File: config.mk
export PLATFORM = sky130hd
export DESIGN_NAME = ilid_cell
export DESIGN_NICKNAME = d
export VERILOG_FILES = /design/src/sv/ilid_pkg.sv /design/src/sv/ilid_cell.sv
export SDC_FILE = /design/constraint.sdc
export NUM_CORES = 1
export LEC_CHECK = 0
export BUFFER_PORTS_ARGS = -buffer_cell sky130_fd_sc_hd__buf_2
export CELL_PAD_IN_SITES_DETAIL_PLACEMENT = 2
export CELL_PAD_IN_SITES_GLOBAL_PLACEMENT = 2
export CORE_MARGIN = 4
export CORE_UTILIZATION = 22
export CTS_CLUSTER_DIAMETER = 30
export CTS_CLUSTER_SIZE = 12
export DETAILED_ROUTE_END_ITERATION = 7
export HOLD_SLACK_MARGIN = 0.12
export PLACE_DENSITY_LB_ADDON = 0.1
export REMOVE_ABC_BUFFERS = 1
export SETUP_SLACK_MARGIN = 0.15
export SKIP_LAST_GASP = 1
export SLEW_MARGIN = 30
export SYNTH_ARGS = -nofsm -noshare
export SYNTH_HDL_FRONTEND = slang
export SYNTH_SLANG_ARGS = --single-unit
File: constraint.sdc
create_clock -name clk_i -period 6.1 [get_ports clk_i]
set_input_delay 0.61 -clock clk_i [delete_from_list [all_inputs] [get_ports clk_i]]
set_output_delay 0.61 -clock clk_i [all_outputs]
set_load 0.005 [all_outputs]
File: src/sv/ilid_pkg.sv
// types and codes shared by the indexed list block
`default_nettype none

package ilid_pkg;

  localparam int unsigned WordW = 32;
  localparam int unsigned OpW   = 3;
  localparam int unsigned StW   = 2;

  typedef logic signed [WordW-1:0] word_t;

  typedef enum logic [OpW-1:0] {
    OP_APPEND = 3'd0,
    OP_INSERT = 3'd1,
    OP_DELETE = 3'd2,
    OP_GET    = 3'd3,
    OP_CLEAR  = 3'd4
  } op_e;

  typedef enum logic [StW-1:0] {
    ST_OK    = 2'd0,
    ST_FULL  = 2'd1,
    ST_RANGE = 2'd2
  } status_e;

  // broadcast to every cell
  typedef struct packed {
    logic ins;
    logic del;
  } ctrl_t;

endpackage

`default_nettype wire

File: src/sv/ilid_cell.sv
// one list cell: holds one element, shifts to or from its neighbours
`default_nettype none

module ilid_cell #(
  parameter int unsigned IdxW    = 7,
  parameter int unsigned CellIdx = 0
) (
  input  wire logic            clk_i,
  input  wire ilid_pkg::ctrl_t ctrl_i,
  input  wire logic [IdxW-1:0] pos_i,
  input  wire ilid_pkg::word_t value_i,
  input  wire ilid_pkg::word_t left_i,
  input  wire ilid_pkg::word_t right_i,
  output ilid_pkg::word_t      data_o,
  output ilid_pkg::word_t      rd_o
);

  localparam logic [IdxW-1:0] MyPos = IdxW'(CellIdx);

  ilid_pkg::word_t data_d, data_q;
  logic            above, at;

  assign above = MyPos > pos_i;
  assign at    = MyPos == pos_i;

  always_comb begin
    data_d = data_q;
    if (ctrl_i.ins) begin
      if (above) begin
        data_d = left_i;
      end else if (at) begin
        data_d = value_i;
      end
    end else if (ctrl_i.del) begin
      if (above || at) begin
        data_d = right_i;
      end
    end
  end

  always_ff @(posedge clk_i) begin
    data_q <= data_d;
  end

  assign data_o = data_q;
  assign rd_o   = at ? data_q : '0;

endmodule

`default_nettype wire

======== Yosys cells after proc, flatten, opt, wreduce, memory -nomap -nowiden ========
Cells that the tools add are included.
word-level totals
  flip-flop bits (word level) ............. 32
  input port bits ......................... 106
  word-level logic and storage cells ...... 14
cells by class
  magnitude comparators ................... 1
  eq/ne operators ......................... 1
  muxes and demuxes ....................... 6
  reduce and logical (&&, ||, !) cells .... 5
operators with widths
  cell                                                                            number
  32-bit 2-to-1 mux                                                               6
  1-bit by 7-bit greater-than comparator with 1-bit output, first input constant  1
  7-bit zero test                                                                 1
  2-bit nonzero test                                                              2
  3-bit by 1-bit != test with 1-bit output, second input constant                 1
  3-bit AND reduction                                                             1
  1-bit logical OR                                                                1

======== Depth between registers and ports, before layout ========
  word-level depth ........................ 5
  depth in mapped cells ................... 4

======== Worst setup path before layout ========
OpenSTA, ideal clock, no wires.
  kind .................................... input to register
  start ................................... input pos_i[2]
  end ..................................... register data_q[0] (netlist: data_o[0]) (enable)
  arrival ................................. 3.533 ns
  slack ................................... 2.106 ns
  stages .................................. 3
  path through ............................ or4_4 buf_6 nor3_1
on the way
  longest elaborated chain between the ends .. 4
RTL lines
  what                                                                                         line                              source
  start, declared                                                                              ilid_cell.sv:10                   input wire logic [IdxW-1:0] pos_i,
  1-bit by 7-bit greater-than comparator with 1-bit output or 7-bit zero test (tied branches)  ilid_cell.sv:23, ilid_cell.sv:24
  1-bit logical OR                                                                             ilid_cell.sv:35                   if (above || at) begin
  2-bit nonzero test (no source line)                                                          n/a
  3-bit AND reduction (no source line) *                                                       n/a
  end signal, assigned                                                                         ilid_cell.sv:42                   data_q <= data_d;
  end, declared                                                                                ilid_cell.sv:20                   ilid_pkg::word_t data_d, data_q;
Mark *: on every way between the ends. The rest lies on a longest branch, timed or not.
A chain may end at the register's enable or synchronous reset.

======== Final worst setup path ========
  start ................................... input pos_i[2]
  end ..................................... register data_q[7] (netlist: data_o[7]) (enable)
Same word-level chain as after synthesis.

==> impl_metrics.ini <==
[worst_setup_path]
path_cells = buf_2, or4_4, nor3_2, buf_4
criticalPathCategory = in -> reg
critPathCaptureType = flop
arrival_ps = 2670
critPathTopFamily = simple AND/OR/NAND/NOR gates
crit_slowest_cell = or4_4
critical_path_buf_inv_count = 2
crit_fanout = 33
start_kind = input port
cp.required_ps = 6040
slowest_delay_ps = 800

[die]
io_pins = 170
fp-row-count = 33
die_area_mm2 = 0.0101
initial_utilization_pct = 22.7
die_h_um = 101
fp.dieW_um = 101
coreArea_mm2 = 0.00830

[logic_synthesis]
synth.distinct_cells = 12
syn_inst = 144
avgSynthCellArea_um2 = 13.1
ys_seq_area_share_pct = 50.9
syn_area_mm2 = 0.00189
ys_warn_count = 0
synth_seq_cells = 32

[route]
antenna_left = 0
postRouteWirelength_um = 5820
viasPerCell = 4.17
firstDrtPassIters = 4
drc_errors = 0
drt_iter0_markers = 29
wl_per_cell_um = 15.2
dr_total_vias = 1600

[sta]
worst_pin_slew_ps = 785
fmax_mhz = 367
fin_setup_tns_ps = 0
hold_violations = 0
period_share_pct = 44.7
period_minus_slack_ps = 2720
rsz0062_at_grt = no
drv_slew = 0
fin_hold_ws_ps = 632
relSlewSlack_pct = 47.6
setup_viol = 0

[place]
dpl-instance-area_mm2 = 0.00262
hpwl_um = 4480
port_buffers = 137
place_congestion = 0.629

[pwr]
p_comb_share_pct = 12.3
ir_drop_mv = 0.0738
power.share.clock_pct = 34.1
switching_share_pct = 21.8
power.share.sequential_pct = 53.6
p_leak_nw = 1.25
internal_power_mw = 0.358
power.switching_mw = 0.0997
power_density_mw_per_mm2 = 170

[finish]
largest_register_ff_count = 32
fillers = 947
area_growth_pct = 42.9
seq_area_um2 = 961
fin_util_pct = 32.5
n_antenna_cell = 0
drive_above_1_share_pct = 74.9
final_cell_area_mm2 = 0.00270
multi_input_area_um2 = 703
final_nets = 384

[clock_network]
cts_tree = done
postCtsSetupBuffers = 0
cts_max_path_buffers = 2
clock_sinks = 32
cts.repair.resized = 0
postCtsHoldBufs = 0
numCtsBuffers = 5
cts_max_level = 2
clockRootBuffer = clkbuf_8
clk_pin_slew_ps = 70

[min_path]
hold_depth = 2
hp-class = in -> reg
hp-start = right_i[23]
whs_endpoint = data_o[23]$_DFFE_PP_

[grt]
overflow = 0
globalRouteTotalUtil_pct = 11.6
antenna_found_initial = 1
grt_pass1_vias = 1795
grt_first_pass_wirelength_um = 9190
grt_max_degree = 34

[flow_run]
max-cap-violations = 0

[run_status]
status = completed
==> through the flow <==
step / setup slack [ps] / cells / power, mW
after global routing: 3210 / 384 / 0.485
after global placement: 2990 / 376 / 0.306
after detailed placement: 3000 / 376 / 0.308
after floorplan: 1710 / 132 / 0.275
after CTS: 3300 / 384 / 0.471
final: 3380 / 384 / 0.458
==> per-layer routing <==
metal / up-vias / wire length, um / track usage [%]
met5: - / 18 / 0
met4: 2 / 2 / 2.49
li1: 755 / - / -
met1: 774 / 2020 / 11.9
met2: 67 / 3260 / 21.9
met3: 2 / 521 / 4.71
==> power groups by stage <==
stage / Sequential [mW] / Combinational, mW / Clock [mW]
final: 0.245 / 0.0563 / 0.156
after global routing: 0.245 / 0.0635 / 0.176
after CTS: 0.245 / 0.0584 / 0.168
after detailed placement: 0.250 / 0.0581 / 0
after global placement: 0.250 / 0.0563 / 0
after floorplan: 0.250 / 0.0246 / 0
==> logic make-up (layout without fill, tap and decap cells) <==
family | after synthesis | after routing | synth area share, %
muxes | 32 | 32 | 19.1
and+or+nand+nor | 36 | 36 | 17.8
DFF | 32 | 32 | 50.9
buffers and inverters | 44 | 179 | 12.1
==> final cells by class <==
type	instances	share of cell area (%)
multi-input cells	68	26.1
repair buffers	139	26.0
clock inverters	1	0.139
well taps	105	4.87
clock buffers	7	2.83
flip-flops and latches	32	35.6
inverters	32	4.45
==> cell usage in the layout (no fill, tap or decap) <==
| cell type | Yosys | final |
|---|---|---|
| inv_1 | 32 | 32 |
| clkbuf_8 | 0 | 5 |
| nor3_2 | 30 | 31 |
| clkinv_1 | 0 | 1 |
| mux2_2 | 32 | 32 |
| nor2_1 | 1 | 1 |
| nor3_1 | 3 | 2 |
| or3_2 | 0 | 1 |
| edfxtp_1 | 32 | 32 |
| or4_4 | 1 | 1 |
| clkbuf_1 | 2 | 2 |
| buf_4 | 0 | 2 |
| buf_2 | 6 | 137 |
==> Yosys cell counts <==
master,count,area (um^2)
buf_12,3,60.1
nor2_1,1,3.75
nor3_1,3,15.0
buf_2,6,30.0
inv_1,32,120
buf_6,1,11.3
nor3_2,30,300
clkbuf_1,2,7.51
or3_1,1,6.26
or4_4,1,11.3
edfxtp_1,32,961
mux2_2,32,360
==> worst max path at each step <==
stage	from	endpoint	slack (ps)	cells after the start
final	pos_i[2]	data_o[7]$_DFFE_PP_	3380	4
after detailed placement	pos_i[2]	data_o[4]$_DFFE_PP_	3000	4
after floorplan	pos_i[3]	data_o[0]$_DFFE_PP_	1710	2
after global routing	pos_i[2]	data_o[7]$_DFFE_PP_	3210	4
after CTS	pos_i[2]	data_o[11]$_DFFE_PP_	3300	4
after global placement	pos_i[2]	data_o[26]$_DFFE_PP_	2990	4
Note: power is estimated with default switching activity, not from simulation.
